--- src/ttlc_ram.sv ---
module ttlc_ram #(
  parameter int unsigned WIDTH = 8,
  parameter int unsigned DEPTH = 2,
  localparam int unsigned AW = (DEPTH > 1) ? $clog2(DEPTH) : 1
) (
  input  logic             clk_i,
  input  logic             we_i,
  input  logic [AW-1:0]    waddr_i,
  input  logic [WIDTH-1:0] wdata_i,
  input  logic [AW-1:0]    raddr_i,
  output logic [WIDTH-1:0] rdata_o
);

  logic [WIDTH-1:0] mem_q [DEPTH];
  logic [WIDTH-1:0] rdata_q;

  // one write port, one registered read port
  always_ff @(posedge clk_i) begin
    if (we_i) begin
      mem_q[waddr_i] <= wdata_i;
    end
    rdata_q <= mem_q[raddr_i];
  end

  assign rdata_o = rdata_q;

endmodule

--- config.mk ---
export PLATFORM = sky130hd
export DESIGN_NAME = ttlc_ram
export DESIGN_NICKNAME = d
export VERILOG_FILES = /design/src/ttlc_ram.sv
export SDC_FILE = /design/constraint.sdc
export NUM_CORES = 1
export LEC_CHECK = 0
export ABC_CLOCK_PERIOD_IN_PS = 1800
export BUFFER_PORTS_ARGS = -buffer_cell sky130_fd_sc_hd__buf_4
export CAP_MARGIN = 15
export CORE_MARGIN = 5
export CORE_UTILIZATION = 52
export DETAILED_ROUTE_END_ITERATION = 12
export PLACE_DENSITY_LB_ADDON = 0.05
export REMOVE_ABC_BUFFERS = 1
export SYNTH_ARGS = -nofsm -noshare
export SYNTH_HDL_FRONTEND = slang
export SYNTH_SLANG_ARGS = --single-unit
--- constraint.sdc ---
create_clock -name clk_i -period 1.8 [get_ports clk_i]
set_input_delay 0.09 -clock clk_i [delete_from_list [all_inputs] [get_ports clk_i]]
set_output_delay 0.09 -clock clk_i [all_outputs]
set_load 0.01 [all_outputs]
; Yosys cells after proc, flatten, opt, wreduce, memory -nomap -nowiden
; Memories as Yosys holds them, arrays and structs flattened. A register that Yosys moved wholly into a read port is not among the register bits.
; Cells that the tools add are included.
[totals]
n_memories = 1
input_bits = 12
output_inout_bits = 8
word_cells = 3
regBits = 0
ram_bits = 16
[op_classes]
mux = 2
[mem_list]
columns = memory, words, word_bits, read_ports, rd_ports_with_merged_regs, write_ports, line_no
row1 = mem_q, 2, 8, 1, 1, 1, 14  ; logic [WIDTH-1:0] mem_q [DEPTH];
[ops]
columns = operator, count
row1 = $mux W1, 2

; Depth between registers and ports, before layout
[logic_depth]
ltp_word = 2
ltp_mapped = 2
depth_no_buf = 1

; Worst setup path after synthesis
; Ideal clock, no wire load.
[synth_path]
path_type = input port to flip-flop
from = in we_i
to = mem mem_q[0][0] (enable)
required_time_ps = 1427
setup_slack_ps = 917
n_path_buf = 0
cell_stages = 1
arrival_time_ps = 510
setup_ps = 373
path_cell_list = nor2b_1
[synth_via]
elab_chain_len = 2
[synth_rtl]
columns = item, line_no
row1 = start: declaration, 7  ; input logic we_i,
row2 = $mux W1, 19  ; if (we_i) begin
row3 = $mux W1 (not written as such), 20  ; mem_q[waddr_i] <= wdata_i;
row4 = end: declaration, 14
; Every way passes these cells.

; Final worst setup path
[layout_path]
from = reg rdata_q[0] (netlist: rdata_o[0]), read port of mem_q
to = out rdata_o[0]
[layout_lines]
columns = item, line_no
row1 = start: declaration, 15  ; logic [WIDTH-1:0] rdata_q;
row2 = end: declaration, 11  ; output logic [WIDTH-1:0] rdata_o
; No word-level cell between the ends.

==> impl_metrics.xml <==
<?xml version="1.0" encoding="UTF-8"?>
<metrics>
  <group name="drt">
    <metric name="detail_route.wl_per_cell" unit="um">14.06</metric>
    <metric name="drt-pass1-iter-count" unit="">2</metric>
    <metric name="first_iter_violations" unit="">8</metric>
    <metric name="drt_drc_violations_left" unit="">0</metric>
    <metric name="routed_wirelength" unit="um">1153</metric>
    <metric name="vias" unit="">386</metric>
    <metric name="average_via_count_per_standard_cell" unit="">4.707</metric>
    <metric name="postRouteAntennaNets" unit="">0</metric>
  </group>
  <group name="worst_setup_path">
    <metric name="crit_path_end_kind" unit="">output port</metric>
    <metric name="max_stage_delay" unit="ps">350</metric>
    <metric name="crit_fanout" unit="">1</metric>
    <metric name="critPathLaunchType" unit="">register</metric>
    <metric name="worstPathBufferInverterCount" unit="">1</metric>
    <metric name="critical_path_required" unit="ps">1710</metric>
    <metric name="critical-path-top-delay-family" unit="">flip-flops</metric>
    <metric name="worst-path-stages" unit="">1</metric>
    <metric name="worstRegToRegCells" unit="">1</metric>
    <metric name="timing.critical_path.cells" unit="">buf_4</metric>
    <metric name="worst-setup-path-type" unit="">register to output port</metric>
    <metric name="timing.critical_path.slowest_stage_cell" unit="">dfxtp_1</metric>
    <metric name="worst_ep_arrival_time" unit="ps">770</metric>
  </group>
  <group name="pwr">
    <metric name="power-per-cell-area" unit="nW/um2">931.4</metric>
    <metric name="power_total" unit="uW">977.8</metric>
    <metric name="clock_network_fraction_of_design_power" unit="%">23.1</metric>
    <metric name="net-switching-power" unit="uW">194.0</metric>
    <metric name="ir_drop" unit="mV">0.5592</metric>
    <metric name="sw_frac_of_total" unit="%">19.84</metric>
    <metric name="power.internal" unit="uW">783.8</metric>
    <metric name="power.static_leakage" unit="uW">0.0004334</metric>
    <metric name="power.combinational.fraction" unit="%">11.2</metric>
    <metric name="seqPwrFrac" unit="%">65.7</metric>
  </group>
  <group name="finish">
    <metric name="layout-area-overhead-vs-synth" unit="%">33.81</metric>
    <metric name="design.final.nets" unit="">79</metric>
    <metric name="layout-drive-gt1-share" unit="%">46.97</metric>
    <metric name="final.fill_count" unit="">106</metric>
    <metric name="instances_no_fill" unit="">82</metric>
    <metric name="insertedDiodeCount" unit="">0</metric>
  </group>
  <group name="placement">
    <metric name="numPlacedInstances" unit="">70</metric>
    <metric name="final_weighted_congestion_in_routability_driven_placement" unit="">0.6490</metric>
    <metric name="placement.io_buffers" unit="">19</metric>
    <metric name="place.detailed.hpwl" unit="um">824.5</metric>
    <metric name="pre_cts_ws" unit="ps">726.3</metric>
  </group>
  <group name="cts">
    <metric name="cts_setup_buffers" unit="">0</metric>
    <metric name="cts_htree_levels" unit="">1</metric>
    <metric name="cts_root_buffer" unit="">clkbuf_4</metric>
    <metric name="postcts_resize_cnt" unit="">0</metric>
    <metric name="ctsLongestPathBuffers" unit="">2</metric>
    <metric name="cts_hold_buf" unit="">8</metric>
    <metric name="worstSkewPairLatency" unit="ps">300</metric>
    <metric name="clkSlewWorstSetupHoldPaths" unit="ps">110</metric>
    <metric name="cts_sinks" unit="">24</metric>
    <metric name="cts_tree" unit="">yes</metric>
    <metric name="cts-buffers-inserted" unit="">3</metric>
  </group>
  <group name="synthesis">
    <metric name="synth.distinct_cells" unit="">6</metric>
    <metric name="synthMuxAreaShare" unit="%">15.31</metric>
    <metric name="post_synth_most_frequent_cells" unit="">edfxtp_1, dfxtp_1, mux2_4</metric>
    <metric name="synth_ff_type" unit="">edfxtp_1</metric>
    <metric name="synth-seq-cells" unit="">24</metric>
    <metric name="synth_compound_gate_area_share" unit="%">0</metric>
    <metric name="async_flop_share" unit="%">0</metric>
    <metric name="netlist_instances" unit="">35</metric>
    <metric name="synth.largest_area_cell" unit="">edfxtp_1</metric>
    <metric name="synth_area_per_cell" unit="um2">22.41</metric>
    <metric name="most_repeated_cell_in_the_gate_level_netlist_after_synthesis" unit="">edfxtp_1</metric>
    <metric name="seq_area_frac_synth" unit="%">81.66</metric>
    <metric name="mappedNetlistArea" unit="um2">784.5</metric>
    <metric name="synth_xor_xnor_area_share" unit="%">0</metric>
    <metric name="yosys.area_share.adder" unit="%">0</metric>
    <metric name="synth_top_family_by_area" unit="">multiplexers</metric>
    <metric name="synthTopCellsByArea" unit="">edfxtp_1, dfxtp_1, mux2_4</metric>
    <metric name="synth-simple-area-share" unit="%">1.595</metric>
    <metric name="synth-warning-count" unit="">0</metric>
    <metric name="post_synth_edffs" unit="">16</metric>
    <metric name="netlist.area_leader.share" unit="%">61.24</metric>
  </group>
  <group name="worst_hold_path">
    <metric name="worstHoldPathType" unit="">input port to register</metric>
    <metric name="min_delay_path_depth" unit="">2</metric>
  </group>
  <group name="timing">
    <metric name="timing.final.ws_setup" unit="ps">943.2</metric>
    <metric name="fin_setup_tns" unit="ps">0</metric>
    <metric name="relative_slew_slack" unit="%">72.54</metric>
    <metric name="finalMaxSlewViolations" unit="">0</metric>
    <metric name="timing.clock.skew" unit="ps">6.997</metric>
    <metric name="achievable-frequency" unit="GHz">1.167</metric>
    <metric name="unrepaired_setup_endpoints_after_global_routing" unit="">no</metric>
    <metric name="min_period_over_period" unit="%">47.60</metric>
    <metric name="finalCriticalPeriod" unit="ps">856.8</metric>
    <metric name="worstMarginPinSlew" unit="ps">411.1</metric>
    <metric name="finalSetupViolCount" unit="">0</metric>
    <metric name="holdWs" unit="ps">143.1</metric>
    <metric name="final_hold_viol_count" unit="">0</metric>
  </group>
  <group name="floorplan">
    <metric name="die_area" unit="um2">2385</metric>
    <metric name="height_of_the_die" unit="um">48.84</metric>
    <metric name="top_level_ports" unit="">20</metric>
    <metric name="die_width" unit="um">48.84</metric>
    <metric name="start_util" unit="%">53.32</metric>
    <metric name="core_footprint" unit="um2">1471</metric>
    <metric name="placement_rows" unit="">14</metric>
  </group>
  <group name="outcome">
    <metric name="status" unit="">completed</metric>
  </group>
  <group name="global_route">
    <metric name="grt_antenna_before_repair" unit="">0</metric>
    <metric name="first_global_vias" unit="">410</metric>
    <metric name="grt_overflow_total" unit="">0</metric>
    <metric name="global_route.usage.total" unit="%">10.65</metric>
    <metric name="grt_start_max_net_pins" unit="">14</metric>
    <metric name="grt_first_pass_wirelength" unit="um">1835</metric>
  </group>
  <group name="job">
    <metric name="timing.max_cap.violations" unit="">0</metric>
  </group>
</metrics>
## kinds of logic after synthesis
kind of cell,count (synthesis)
buffers and inverters,1
AND/OR/NAND/NOR,2
flip-flops,24
multiplexers,8
## power groups by stage
stage	sequential (uW)	clock [uW]	combinational (uW)
3_5_place_dp	656	0	97.7
3_3_place_gp	653	0	94.6
6_report	642	226	110
4_1_cts	643	233	112
2_1_floorplan	661	0	32.1
5_1_grt	646	262	119
## sequential cells by signal, indices dropped and copies added, names as in the netlist
register,flops
rdata_o,8
mem_q,16
## per-layer routing
layer	wire, um	global-route usage, %
met1	492	12.27
met2	602	15.87
met3	58	3.976
met4	0	8.072
met5	0	0
## per-stage QoR
step,util [%],area [um2]
after detailed placement,64.12,943.4
after CTS,71.34,1050
after floorplan,-,773.2
after global routing,71.34,1050
after global placement,64.12,943.4
final,71.34,1050
## layout by cell type, fill, tap and decap left out
master         instances
and2_1                 1
clkinv_1               1
nor2b_1                1
dfxtp_1                8
mux2_4                 8
clkbuf_4               3
buf_4                 20
dlygate4sd3_1          8
edfxtp_1              16
## area by class of cell
| cell class | instances | area [um2] | share of cell area, % |
|---|---|---|---|
| Clock buffer | 3 | 22.52 | 2.145 |
| Clock inverter | 1 | 3.754 | 0.3576 |
| Multi-Input combinational cell | 10 | 132.6 | 12.63 |
| Sequential cell | 24 | 640.6 | 61.02 |
| Tap cell | 16 | 20.02 | 1.907 |
| Timing Repair Buffer | 28 | 230.2 | 21.93 |
## path summary, 6_finish.rpt
kind / from / slack, ps / endpoint
max: rdata_o[0] / 940 / rdata_o[0]
min: waddr_i / 140 / mem_q[0][1]
max reg2reg: mem_q[1][0] / 1040 / rdata_o[0]
min reg2reg: mem_q[0][6] / 490 / rdata_o[6]
(Power assumes the default switching activity.)
